$ cat src/rtl/srsp_pkg.sv
// Shared types, constants and codes for the stripe read segment planner.
package srsp_pkg;

    localparam int MAX_SEGMENTS = 64;
    localparam int SEG_CNT_W    = $clog2(MAX_SEGMENTS + 1);

    localparam int HASH_W     = 64;
    localparam int OFF_W      = 48;
    localparam int LEN_W      = 32;
    localparam int UNIT_W     = 31;
    localparam int DRV_CNT_W  = 7;
    localparam int DRV_W      = 6;
    localparam int CFG_IDX_W  = 2;
    localparam int CFG_DATA_W = 32;

    localparam int ALU_W      = 64;
    localparam int ACC_W      = 48;
    localparam int STEP_W     = 7;

    localparam logic [UNIT_W-1:0]    UNIT_RESET   = UNIT_W'(65536);
    localparam logic [UNIT_W-1:0]    UNIT_MAX     = UNIT_W'(1073741824);
    localparam logic [DRV_CNT_W-1:0] DRIVES_RESET = DRV_CNT_W'(1);
    localparam logic [DRV_CNT_W-1:0] DRIVES_MAX   = DRV_CNT_W'(64);

    localparam logic [CFG_IDX_W-1:0] REG_STRIPE_UNIT = CFG_IDX_W'(0);
    localparam logic [CFG_IDX_W-1:0] REG_DRIVE_COUNT = CFG_IDX_W'(1);

    typedef struct packed {
        logic [HASH_W-1:0] obj_hash;
        logic [OFF_W-1:0]  logical_offset;
        logic [LEN_W-1:0]  read_length;
    } t_req;

    typedef struct packed {
        logic [DRV_W-1:0]  drive_index;
        logic [OFF_W-1:0]  file_offset;
        logic [UNIT_W-1:0] segment_length;
        logic              last_segment;
    } t_seg;

    typedef enum logic [1:0] {
        OP_DIV = 2'b01,
        OP_MUL = 2'b10
    } t_alu_op;

    typedef struct packed {
        logic              start;
        t_alu_op           op;
        logic [ALU_W-1:0]  a;
        logic [ACC_W-1:0]  opnd;
        logic [STEP_W-1:0] steps;
    } t_alu_cmd;

    typedef struct packed {
        logic             done;
        logic [ALU_W-1:0] q;
        logic [ACC_W-1:0] acc;
    } t_alu_rsp;

endpackage

$ cat src/rtl/stripe_read_segment_planner.sv
// Top level: request sequencer, segment stepping and output register.
//
//   beat        valid        stall / ready   payload
//   request     i_in_valid   o_in_stall      i_in_data   (srsp_pkg::t_req)
//   segment     o_out_valid  i_out_stall     o_out_data  (srsp_pkg::t_seg)
//   config      i_cfg_valid  o_cfg_ready     i_cfg_index, i_cfg_data
//
// A request runs four serial passes on the shared unit: offset / unit, chunk / drives,
// row * unit and (hash + chunk) / drives. Segments then leave at one per cycle while
// the output is not stalled, up to 64; a request whose range crosses the top of the
// 48-bit offset space repeats the four passes once at the wrap.
// A zero-length request is accepted while idle and produces nothing.
// Reset is synchronous; no clearing pass. A stalled output holds the sequencer.
module stripe_read_segment_planner (
    input  logic                            i_clk,
    input  logic                            i_rst_n,
    input  logic                            i_in_valid,
    output logic                            o_in_stall,
    input  srsp_pkg::t_req                  i_in_data,
    output logic                            o_out_valid,
    input  logic                            i_out_stall,
    output srsp_pkg::t_seg                  o_out_data,
    input  logic                            i_cfg_valid,
    output logic                            o_cfg_ready,
    input  logic [srsp_pkg::CFG_IDX_W-1:0]  i_cfg_index,
    input  logic [srsp_pkg::CFG_DATA_W-1:0] i_cfg_data
);

    typedef enum logic [5:0] {
        S_IDLE  = 6'b000001,
        S_DIV_U = 6'b000010,
        S_DIV_D = 6'b000100,
        S_MUL   = 6'b001000,
        S_DIV_H = 6'b010000,
        S_EMIT  = 6'b100000
    } t_state;

    localparam int PAD_OFF  = srsp_pkg::ALU_W - srsp_pkg::OFF_W;
    localparam int PAD_UNIT = srsp_pkg::ALU_W - srsp_pkg::UNIT_W;

    logic [srsp_pkg::UNIT_W-1:0]    unit;
    logic [srsp_pkg::DRV_CNT_W-1:0] drives;

    srsp_pkg::t_alu_cmd alu_cmd;
    srsp_pkg::t_alu_rsp alu_rsp;

    t_state                          r_state,   n_state;
    logic [srsp_pkg::HASH_W-1:0]     r_hash,    n_hash;
    logic [srsp_pkg::HASH_W-1:0]     r_hsum,    n_hsum;
    logic [srsp_pkg::OFF_W-1:0]      r_cur,     n_cur;
    logic [srsp_pkg::LEN_W-1:0]      r_remain,  n_remain;
    logic [srsp_pkg::UNIT_W-1:0]     r_intra,   n_intra;
    logic [srsp_pkg::DRV_W-1:0]      r_cmod,    n_cmod;
    logic [srsp_pkg::DRV_W-1:0]      r_drv,     n_drv;
    logic [srsp_pkg::OFF_W-1:0]      r_base,    n_base;
    logic [srsp_pkg::SEG_CNT_W-1:0]  r_seg_cnt, n_seg_cnt;
    logic                            r_out_valid;
    srsp_pkg::t_seg                  r_out;

    logic [srsp_pkg::UNIT_W-1:0]     room;
    logic [srsp_pkg::UNIT_W-1:0]     seg_len;
    logic                            seg_last;
    logic [srsp_pkg::OFF_W:0]        cur_sum;
    logic [srsp_pkg::DRV_CNT_W-1:0]  cmod_inc;
    logic [srsp_pkg::DRV_CNT_W-1:0]  drv_inc;
    logic                            out_free;
    logic                            out_load;
    srsp_pkg::t_seg                  seg;

    srsp_cfg u_cfg (
        .i_clk       (i_clk),
        .i_rst_n     (i_rst_n),
        .i_cfg_valid (i_cfg_valid),
        .o_cfg_ready (o_cfg_ready),
        .i_cfg_index (i_cfg_index),
        .i_cfg_data  (i_cfg_data),
        .o_unit      (unit),
        .o_drives    (drives)
    );

    srsp_iter_unit u_iter (
        .i_clk   (i_clk),
        .i_rst_n (i_rst_n),
        .i_cmd   (alu_cmd),
        .o_rsp   (alu_rsp)
    );

    assign o_in_stall  = (r_state != S_IDLE);
    assign o_out_valid = r_out_valid;
    assign o_out_data  = r_out;
    assign out_free    = !r_out_valid || !i_out_stall;

    always_comb begin
        room     = unit - r_intra;
        if ({1'b0, room} > r_remain) begin
            seg_len = r_remain[srsp_pkg::UNIT_W-1:0];
        end else begin
            seg_len = room;
        end
        seg_last = (r_remain <= {1'b0, room})
                 || (r_seg_cnt == srsp_pkg::SEG_CNT_W'(srsp_pkg::MAX_SEGMENTS - 1));
        cur_sum  = {1'b0, r_cur} + (srsp_pkg::OFF_W + 1)'(seg_len);
        cmod_inc = {1'b0, r_cmod} + srsp_pkg::DRV_CNT_W'(1);
        drv_inc  = {1'b0, r_drv} + srsp_pkg::DRV_CNT_W'(1);

        seg.drive_index    = r_drv;
        seg.file_offset    = r_base + srsp_pkg::OFF_W'(r_intra);
        seg.segment_length = seg_len;
        seg.last_segment   = seg_last;
        out_load           = (r_state == S_EMIT) && out_free;
    end

    always_comb begin
        n_state   = r_state;
        n_hash    = r_hash;
        n_hsum    = r_hsum;
        n_cur     = r_cur;
        n_remain  = r_remain;
        n_intra   = r_intra;
        n_cmod    = r_cmod;
        n_drv     = r_drv;
        n_base    = r_base;
        n_seg_cnt = r_seg_cnt;
        alu_cmd   = '{start: 1'b0, op: srsp_pkg::OP_DIV, a: '0, opnd: '0, steps: '0};

        unique case (r_state)
            S_IDLE: begin
                if (i_in_valid && i_in_data.read_length != '0) begin
                    n_hash        = i_in_data.obj_hash;
                    n_cur         = i_in_data.logical_offset;
                    n_remain      = i_in_data.read_length;
                    n_seg_cnt     = '0;
                    alu_cmd.start = 1'b1;
                    alu_cmd.op    = srsp_pkg::OP_DIV;
                    alu_cmd.a     = {i_in_data.logical_offset, PAD_OFF'(0)};
                    alu_cmd.opnd  = srsp_pkg::ACC_W'(unit);
                    alu_cmd.steps = srsp_pkg::STEP_W'(srsp_pkg::OFF_W);
                    n_state       = S_DIV_U;
                end
            end
            S_DIV_U: begin
                if (alu_rsp.done) begin
                    n_intra       = alu_rsp.acc[srsp_pkg::UNIT_W-1:0];
                    n_hsum        = r_hash
                                  + srsp_pkg::HASH_W'(alu_rsp.q[srsp_pkg::OFF_W-1:0]);
                    alu_cmd.start = 1'b1;
                    alu_cmd.op    = srsp_pkg::OP_DIV;
                    alu_cmd.a     = {alu_rsp.q[srsp_pkg::OFF_W-1:0], PAD_OFF'(0)};
                    alu_cmd.opnd  = srsp_pkg::ACC_W'(drives);
                    alu_cmd.steps = srsp_pkg::STEP_W'(srsp_pkg::OFF_W);
                    n_state       = S_DIV_D;
                end
            end
            S_DIV_D: begin
                if (alu_rsp.done) begin
                    n_cmod        = alu_rsp.acc[srsp_pkg::DRV_W-1:0];
                    alu_cmd.start = 1'b1;
                    alu_cmd.op    = srsp_pkg::OP_MUL;
                    alu_cmd.a     = {unit, PAD_UNIT'(0)};
                    alu_cmd.opnd  = alu_rsp.q[srsp_pkg::OFF_W-1:0];
                    alu_cmd.steps = srsp_pkg::STEP_W'(srsp_pkg::UNIT_W);
                    n_state       = S_MUL;
                end
            end
            S_MUL: begin
                if (alu_rsp.done) begin
                    n_base        = alu_rsp.acc;
                    alu_cmd.start = 1'b1;
                    alu_cmd.op    = srsp_pkg::OP_DIV;
                    alu_cmd.a     = r_hsum;
                    alu_cmd.opnd  = srsp_pkg::ACC_W'(drives);
                    alu_cmd.steps = srsp_pkg::STEP_W'(srsp_pkg::HASH_W);
                    n_state       = S_DIV_H;
                end
            end
            S_DIV_H: begin
                if (alu_rsp.done) begin
                    n_drv   = alu_rsp.acc[srsp_pkg::DRV_W-1:0];
                    n_state = S_EMIT;
                end
            end
            S_EMIT: begin
                if (out_free) begin
                    n_remain  = r_remain - srsp_pkg::LEN_W'(seg_len);
                    n_seg_cnt = r_seg_cnt + srsp_pkg::SEG_CNT_W'(1);
                    n_cur     = cur_sum[srsp_pkg::OFF_W-1:0];
                    if (seg_last) begin
                        n_state = S_IDLE;
                    end else if (cur_sum[srsp_pkg::OFF_W]) begin
                        alu_cmd.start = 1'b1;
                        alu_cmd.op    = srsp_pkg::OP_DIV;
                        alu_cmd.a     = {cur_sum[srsp_pkg::OFF_W-1:0], PAD_OFF'(0)};
                        alu_cmd.opnd  = srsp_pkg::ACC_W'(unit);
                        alu_cmd.steps = srsp_pkg::STEP_W'(srsp_pkg::OFF_W);
                        n_state       = S_DIV_U;
                    end else begin
                        n_intra = '0;
                        n_hsum  = r_hsum + srsp_pkg::HASH_W'(1);
                        if (cmod_inc == drives) begin
                            n_cmod = '0;
                            n_base = r_base + srsp_pkg::OFF_W'(unit);
                        end else begin
                            n_cmod = cmod_inc[srsp_pkg::DRV_W-1:0];
                        end
                        if (r_hsum == '1 || drv_inc == drives) begin
                            n_drv = '0;
                        end else begin
                            n_drv = drv_inc[srsp_pkg::DRV_W-1:0];
                        end
                    end
                end
            end
            default: n_state = S_IDLE;
        endcase
    end

    always_ff @(posedge i_clk) begin
        if (!i_rst_n) begin
            r_state     <= S_IDLE;
            r_seg_cnt   <= '0;
            r_out_valid <= 1'b0;
        end else begin
            r_state     <= n_state;
            r_seg_cnt   <= n_seg_cnt;
            if (out_load) begin
                r_out_valid <= 1'b1;
            end else if (!i_out_stall) begin
                r_out_valid <= 1'b0;
            end
        end
    end

    always_ff @(posedge i_clk) begin
        r_hash   <= n_hash;
        r_hsum   <= n_hsum;
        r_cur    <= n_cur;
        r_remain <= n_remain;
        r_intra  <= n_intra;
        r_cmod   <= n_cmod;
        r_drv    <= n_drv;
        r_base   <= n_base;
        if (out_load) begin
            r_out <= seg;
        end
    end

    a_idle_unit_quiet: assert property (@(posedge i_clk) disable iff (!i_rst_n)
        r_state == S_IDLE |-> !alu_rsp.done)
        else $error("shared unit finished while sequencer idle");

    a_seg_cnt_bound: assert property (@(posedge i_clk) disable iff (!i_rst_n)
        r_state == S_EMIT |-> r_seg_cnt < srsp_pkg::SEG_CNT_W'(srsp_pkg::MAX_SEGMENTS))
        else $error("segment count beyond limit");

    a_last_ends_req: assert property (@(posedge i_clk) disable iff (!i_rst_n)
        out_load && seg.last_segment |=> r_state == S_IDLE && o_out_valid)
        else $error("request not closed after last segment");

    a_seg_len_range: assert property (@(posedge i_clk) disable iff (!i_rst_n)
        out_load |-> seg.segment_length != '0 && seg.segment_length <= unit)
        else $error("segment length out of range");

endmodule

$ cat src/rtl/srsp_cfg.sv
// Configuration registers with clamping to the legal stripe unit and drive count.
module srsp_cfg (
    input  logic                            i_clk,
    input  logic                            i_rst_n,
    input  logic                            i_cfg_valid,
    output logic                            o_cfg_ready,
    input  logic [srsp_pkg::CFG_IDX_W-1:0]  i_cfg_index,
    input  logic [srsp_pkg::CFG_DATA_W-1:0] i_cfg_data,
    output logic [srsp_pkg::UNIT_W-1:0]     o_unit,
    output logic [srsp_pkg::DRV_CNT_W-1:0]  o_drives
);

    logic [srsp_pkg::UNIT_W-1:0]    r_unit;
    logic [srsp_pkg::DRV_CNT_W-1:0] r_drives;

    assign o_cfg_ready = 1'b1;

    always_ff @(posedge i_clk) begin
        if (!i_rst_n) begin
            r_unit   <= srsp_pkg::UNIT_RESET;
            r_drives <= srsp_pkg::DRIVES_RESET;
        end else if (i_cfg_valid) begin
            unique case (i_cfg_index)
                srsp_pkg::REG_STRIPE_UNIT: r_unit   <= i_cfg_data[srsp_pkg::UNIT_W-1:0];
                srsp_pkg::REG_DRIVE_COUNT: r_drives <= i_cfg_data[srsp_pkg::DRV_CNT_W-1:0];
                default: ;
            endcase
        end
    end

    always_comb begin
        if (r_unit == '0) begin
            o_unit = srsp_pkg::UNIT_W'(1);
        end else if (r_unit > srsp_pkg::UNIT_MAX) begin
            o_unit = srsp_pkg::UNIT_MAX;
        end else begin
            o_unit = r_unit;
        end
        if (r_drives == '0) begin
            o_drives = srsp_pkg::DRV_CNT_W'(1);
        end else if (r_drives > srsp_pkg::DRIVES_MAX) begin
            o_drives = srsp_pkg::DRIVES_MAX;
        end else begin
            o_drives = r_drives;
        end
    end

endmodule

$ cat src/rtl/srsp_iter_unit.sv
// Shared bit-serial unit: restoring divide and shift-add multiply on one adder.
module srsp_iter_unit (
    input  logic               i_clk,
    input  logic               i_rst_n,
    input  srsp_pkg::t_alu_cmd i_cmd,
    output srsp_pkg::t_alu_rsp o_rsp
);

    logic [srsp_pkg::ALU_W-1:0]  r_q;
    logic [srsp_pkg::ACC_W-1:0]  r_acc;
    logic [srsp_pkg::ACC_W-1:0]  r_opnd;
    logic [srsp_pkg::STEP_W-1:0] r_cnt;
    logic                        r_done;
    srsp_pkg::t_alu_op           r_op;

    logic [srsp_pkg::UNIT_W:0]   div_t;
    logic [srsp_pkg::ACC_W-1:0]  add_x;
    logic [srsp_pkg::ACC_W-1:0]  add_y;
    logic                        add_cin;
    logic [srsp_pkg::ACC_W-1:0]  add_sum;
    logic                        div_ge;
    logic [srsp_pkg::ACC_W-1:0]  n_acc;

    always_comb begin
        div_t   = {r_acc[srsp_pkg::UNIT_W-1:0], r_q[srsp_pkg::ALU_W-1]};
        div_ge  = 1'b0;
        unique case (r_op)
            srsp_pkg::OP_DIV: begin
                add_x   = srsp_pkg::ACC_W'(div_t);
                add_y   = ~srsp_pkg::ACC_W'(r_opnd[srsp_pkg::UNIT_W-1:0]);
                add_cin = 1'b1;
            end
            srsp_pkg::OP_MUL: begin
                add_x   = {r_acc[srsp_pkg::ACC_W-2:0], 1'b0};
                add_y   = r_q[srsp_pkg::ALU_W-1] ? r_opnd : '0;
                add_cin = 1'b0;
            end
            default: begin
                add_x   = '0;
                add_y   = '0;
                add_cin = 1'b0;
            end
        endcase
        add_sum = add_x + add_y + srsp_pkg::ACC_W'(add_cin);
        if (r_op == srsp_pkg::OP_DIV) begin
            div_ge = !add_sum[srsp_pkg::ACC_W-1];
            n_acc  = div_ge ? srsp_pkg::ACC_W'(add_sum[srsp_pkg::UNIT_W-1:0])
                            : srsp_pkg::ACC_W'(div_t[srsp_pkg::UNIT_W-1:0]);
        end else begin
            n_acc  = add_sum;
        end
    end

    always_ff @(posedge i_clk) begin
        if (!i_rst_n) begin
            r_cnt  <= '0;
            r_done <= 1'b0;
            r_op   <= srsp_pkg::OP_DIV;
        end else if (i_cmd.start) begin
            r_cnt  <= i_cmd.steps;
            r_done <= 1'b0;
            r_op   <= i_cmd.op;
        end else if (r_cnt != '0) begin
            r_cnt  <= r_cnt - srsp_pkg::STEP_W'(1);
            r_done <= (r_cnt == srsp_pkg::STEP_W'(1));
        end else begin
            r_done <= 1'b0;
        end
    end

    always_ff @(posedge i_clk) begin
        if (i_cmd.start) begin
            r_q    <= i_cmd.a;
            r_acc  <= '0;
            r_opnd <= i_cmd.opnd;
        end else if (r_cnt != '0) begin
            r_q    <= {r_q[srsp_pkg::ALU_W-2:0], div_ge};
            r_acc  <= n_acc;
        end
    end

    assign o_rsp.done = r_done;
    assign o_rsp.q    = r_q;
    assign o_rsp.acc  = r_acc;

endmodule

$ cat config.mk
export PLATFORM = sky130hd
export DESIGN_NAME = stripe_read_segment_planner
export DESIGN_NICKNAME = d
export VERILOG_FILES = /design/src/rtl/srsp_pkg.sv /design/src/rtl/stripe_read_segment_planner.sv /design/src/rtl/srsp_cfg.sv /design/src/rtl/srsp_iter_unit.sv
export SDC_FILE = /design/constraint.sdc
export NUM_CORES = 2
export LEC_CHECK = 0
export ABC_AREA = 1
export BUFFER_PORTS_ARGS = -buffer_cell sky130_fd_sc_hd__buf_2
export CAP_MARGIN = 25
export CORE_ASPECT_RATIO = 2
export CORE_MARGIN = 3
export CORE_UTILIZATION = 46
export CTS_CLUSTER_SIZE = 24
export DETAILED_ROUTE_END_ITERATION = 8
export SLEW_MARGIN = 20
export SYNTH_ARGS = -nofsm -noshare
export SYNTH_HDL_FRONTEND = slang
export SYNTH_HIERARCHICAL = 1
export SYNTH_SLANG_ARGS = --single-unit
$ cat constraint.sdc
create_clock -name i_clk -period 14 [get_ports i_clk]
set_clock_uncertainty 0.05 [all_clocks]
set_input_delay 2.1 -clock i_clk [delete_from_list [all_inputs] [get_ports i_clk]]
set_output_delay 2.1 -clock i_clk [all_outputs]
set_load 0.02 [all_outputs]
==> flow_metrics.tcl <==
set metrics [dict create \
    io_buffer_count 269 \
    drtAntennaViolNets 0 \
    drc 0 \
    switching_share_pct 55.93 \
    p_leak_nw 24.64 \
    crit_family "simple AND/OR/NAND/NOR gates" \
    htree_levels 2 \
    fmaxAchievable_ghz 0.08607 \
    power.share.clock_pct 13.0 \
    layout.cells.non_filler 8869 \
    syn-cell-area_um2 49130 \
    worst_slew_pin_slew_ns 1.185 \
    areaGrowthSynthToFinish_pct 10.70 \
    avgSynthCellArea_um2 6.860 \
    synth_edf_count 497 \
    hold_viol_final 0 \
    clkLatencyLatePin_ns 0.74 \
    rows 169 \
    syn_nets 7642 \
    setup_violations 0 \
    cts_tree "built" \
    layout.nets 7893 \
    cap_violations 0 \
    power.density_nw_per_um2 255.3 \
    crit_start "u_cfg/r_unit[30]$_SDFFE_PN0P_" \
    worstHoldStart "r_seg_cnt[6]$_SDFFE_PN0P_" \
    finalMaxSlewViolations 0 \
    placedInstanceArea_um2 52120 \
    cts.clk_slew.worst_paths_ns 0.08 \
    peakVddDrop_mv 0.1872 \
    postCtsSetupBuffers 0 \
    die_w_um 237.1 \
    r2r-start "u_cfg/r_unit[30]$_SDFFE_PN0P_" \
    numCtsBuffers 60 \
    outcome "finished, final reports clean" \
    synthArstFlopShare_pct 0 \
    endpoint_kind "flop" \
    grt_use_total_pct 45.74 \
    finalSetupTns_ns 0 \
    path_max_fanout 64 \
    ctsResizeCount 0 \
    wl_per_cell_um 29.25 \
    p_sw_mw 7.766 \
    mostFrequentLayoutCells "nand2_1, inv_1, nor2_1" \
    ys_types 63 \
    cts_hold_buffers 0 \
    drt_iter0_markers 5064 \
    antenna_found_initial 47 \
    cpMaxStageDelayCell "dfxtp_1" \
    rsz0062_at_grt "no" \
    max_stage_delay_ns 0.96 \
    grt_overflow 0 \
    die_h_um 468.2 \
    start_util_pct 46.38 \
    netlist_instances 7162 \
    cts_root_buf "clkbuf_16" \
    coreArea_um2 105900 \
    dp_cells 8712 \
    gp_congestion 1.090 \
    slew_headroom_pct 20.30 \
    dp_hpwl_um 209700 \
    fill_cells 10770 \
    critPathBufInv 7 \
    fin_crit_sh_pct 82.99 \
    internal-power_mw 6.119 \
    synth_seq_area_share_pct 34.86 \
    clock_path_buffers 3 \
    first_global_vias 53140 \
    comb_power_share_pct 62.7 \
    firstDrtPassIters 7 \
    arrival_ns 11.92 \
    clock-sinks 607 \
    seq_power_share_pct 24.3 \
    p_total_mw 13.89 \
    fin_crit_ns 11.62 \
    path_common_cell "nand2_1" \
    final_cell_area_um2 54390 \
    vias_per_cell 5.998 \
    ios 272 \
    vias 53200 \
    drt_wl_total_um 259400 \
    required_ns 14.31 \
    drive_gt1_share_pct 7.421 \
    grt_pass1_wl_um 362600 \
    die_area_um2 111000 \
    crit_type "flop to flop" \
    start_kind "flop" \
    synth-warning-count 6 \
    ys_ff_latch 607 \
    final_common_cell "nand2_1" \
    grt_max_degree 143 \
    synth_flop_cell "edfxtp_1" \
    hold_path_class "flop to flop" \
]
## per-stage QoR
step,setup WS (ns),hold WS [ns],utilization [%]
floorplan,3.826,0.3715,-
global placement,2.864,0.3847,49.19
detailed placement,2.815,0.3929,49.20
CTS,2.722,0.4038,51.16
global route,1.827,0.4421,51.27
finish,2.382,0.4032,51.34
## synth_stat cells (all sizes together), types with 3 or more instances
| cell type | number | area share, % |
|---|---|---|
| buf | 36 | 0.49 |
| a21oi | 479 | 4.9 |
| o21ai | 417 | 4.3 |
| a31oi | 21 | 0.27 |
| xor2 | 123 | 2.2 |
| o211ai | 14 | 0.21 |
| nand3b | 38 | 0.58 |
| a31o | 4 | 0.071 |
| o221ai | 6 | 0.11 |
| nand3 | 497 | 5.1 |
| a211oi | 3 | 0.046 |
| and2 | 4 | 0.051 |
| ha | 290 | 7.4 |
| clkbuf | 129 | 0.99 |
| o21a | 29 | 0.44 |
| edfxtp | 497 | 30 |
| clkinv | 3 | 0.023 |
| nand2 | 2210 | 17 |
| nor2 | 823 | 6.5 |
| a21boi | 23 | 0.35 |
| nor3 | 120 | 1.3 |
| o2111ai | 17 | 0.30 |
| nand4 | 91 | 1.2 |
| a21o | 22 | 0.34 |
| a22oi | 11 | 0.17 |
| a32oi | 5 | 0.089 |
| fa | 7 | 0.29 |
| o22ai | 10 | 0.13 |
| o21bai | 63 | 0.96 |
| o31ai | 5 | 0.076 |
| nor4 | 35 | 0.45 |
| xnor2 | 84 | 1.5 |
| or2 | 33 | 0.42 |
| nor3b | 6 | 0.092 |
| inv | 885 | 6.8 |
| dfxtp | 110 | 4.5 |
## worst reg2reg max path: cells and delay by family (launching register included)
| kind | cells | cell delay, ns |
|---|---|---|
| simple gates | 26 | 4.13 |
| compound gates | 6 | 2.19 |
| buf+inv | 7 | 2.07 |
| fa+ha+maj | 4 | 1.39 |
| flops | 1 | 0.96 |
| xor+xnor | 1 | 0.30 |
## final cells by class
cell class | instances | area (um2) | share of cell area [%]
antenna | 36 | 90.09 | 0.1656
clock buffer | 65 | 1520 | 2.795
clock inverter | 49 | 560.5 | 1.031
inverter | 888 | 3339 | 6.140
multi-input combinational | 5502 | 28020 | 51.51
sequential | 607 | 17130 | 31.49
tap | 1368 | 1712 | 3.147
timing repair buffer | 354 | 2024 | 3.722
## registers in the layout (all words and copies together), names as in the netlist
register / flops
r_cur: 48
u_cfg/r_drives: 7
u_iter/r_done: 1
u_iter/r_opnd: 48
u_iter/r_q: 64
o_out_data: 86
u_iter/r_acc: 48
r_hash: 64
u_iter/r_cnt: 7
r_seg_cnt: 7
r_state: 6
r_intra: 31
r_hsum: 64
r_remain: 32
r_drv: 6
u_cfg/r_unit: 31
o_out_valid: 1
r_cmod: 6
r_base: 48
u_iter/r_op: 2
## logic make-up (layout without fill, tap and decap cells)
family,Yosys count,count (layout),share of synthesized area (%)
AND/OR/NAND/NOR,3860,3860,32.63
AO/OA/AOI/OAI,1136,1136,12.84
XOR/XNOR,208,208,3.738
flip-flops,607,607,34.86
other,1,37,0.007632
adder cells (fa/ha/maj),297,297,7.670
buffers and inverters,1053,1356,8.258
## path summary, 6_finish.rpt
check,to,slack [ns],cells after the start
max,u_iter/r_q[24]$_DFFE_PP_,2.38,44
min,r_seg_cnt[6]$_SDFFE_PN0P_,0.40,1
max reg2reg,u_iter/r_q[24]$_DFFE_PP_,2.38,44
min reg2reg,r_seg_cnt[6]$_SDFFE_PN0P_,0.40,1
## layer usage
layer  part of all wire [%]  GRT usage [%]  up-vias
met4                     15          56.11       16
met5                  0.045        0.08783        -
met1                     28          37.64    24270
met2                     49          79.56     3250
li1                       -              -    24220
met3                    8.2          12.55     1445
## power groups by stage
stage               clock network (mW)  registers (mW)  logic [mW]
finish                            1.81            3.37        8.71
global route                      1.87            3.37        9.34
CTS                               1.81            3.33        8.38
detailed placement                   0            3.37        8.33
global placement                     0            3.36        8.25
floorplan                            0            3.04        5.35
(Power assumes the default switching activity.)
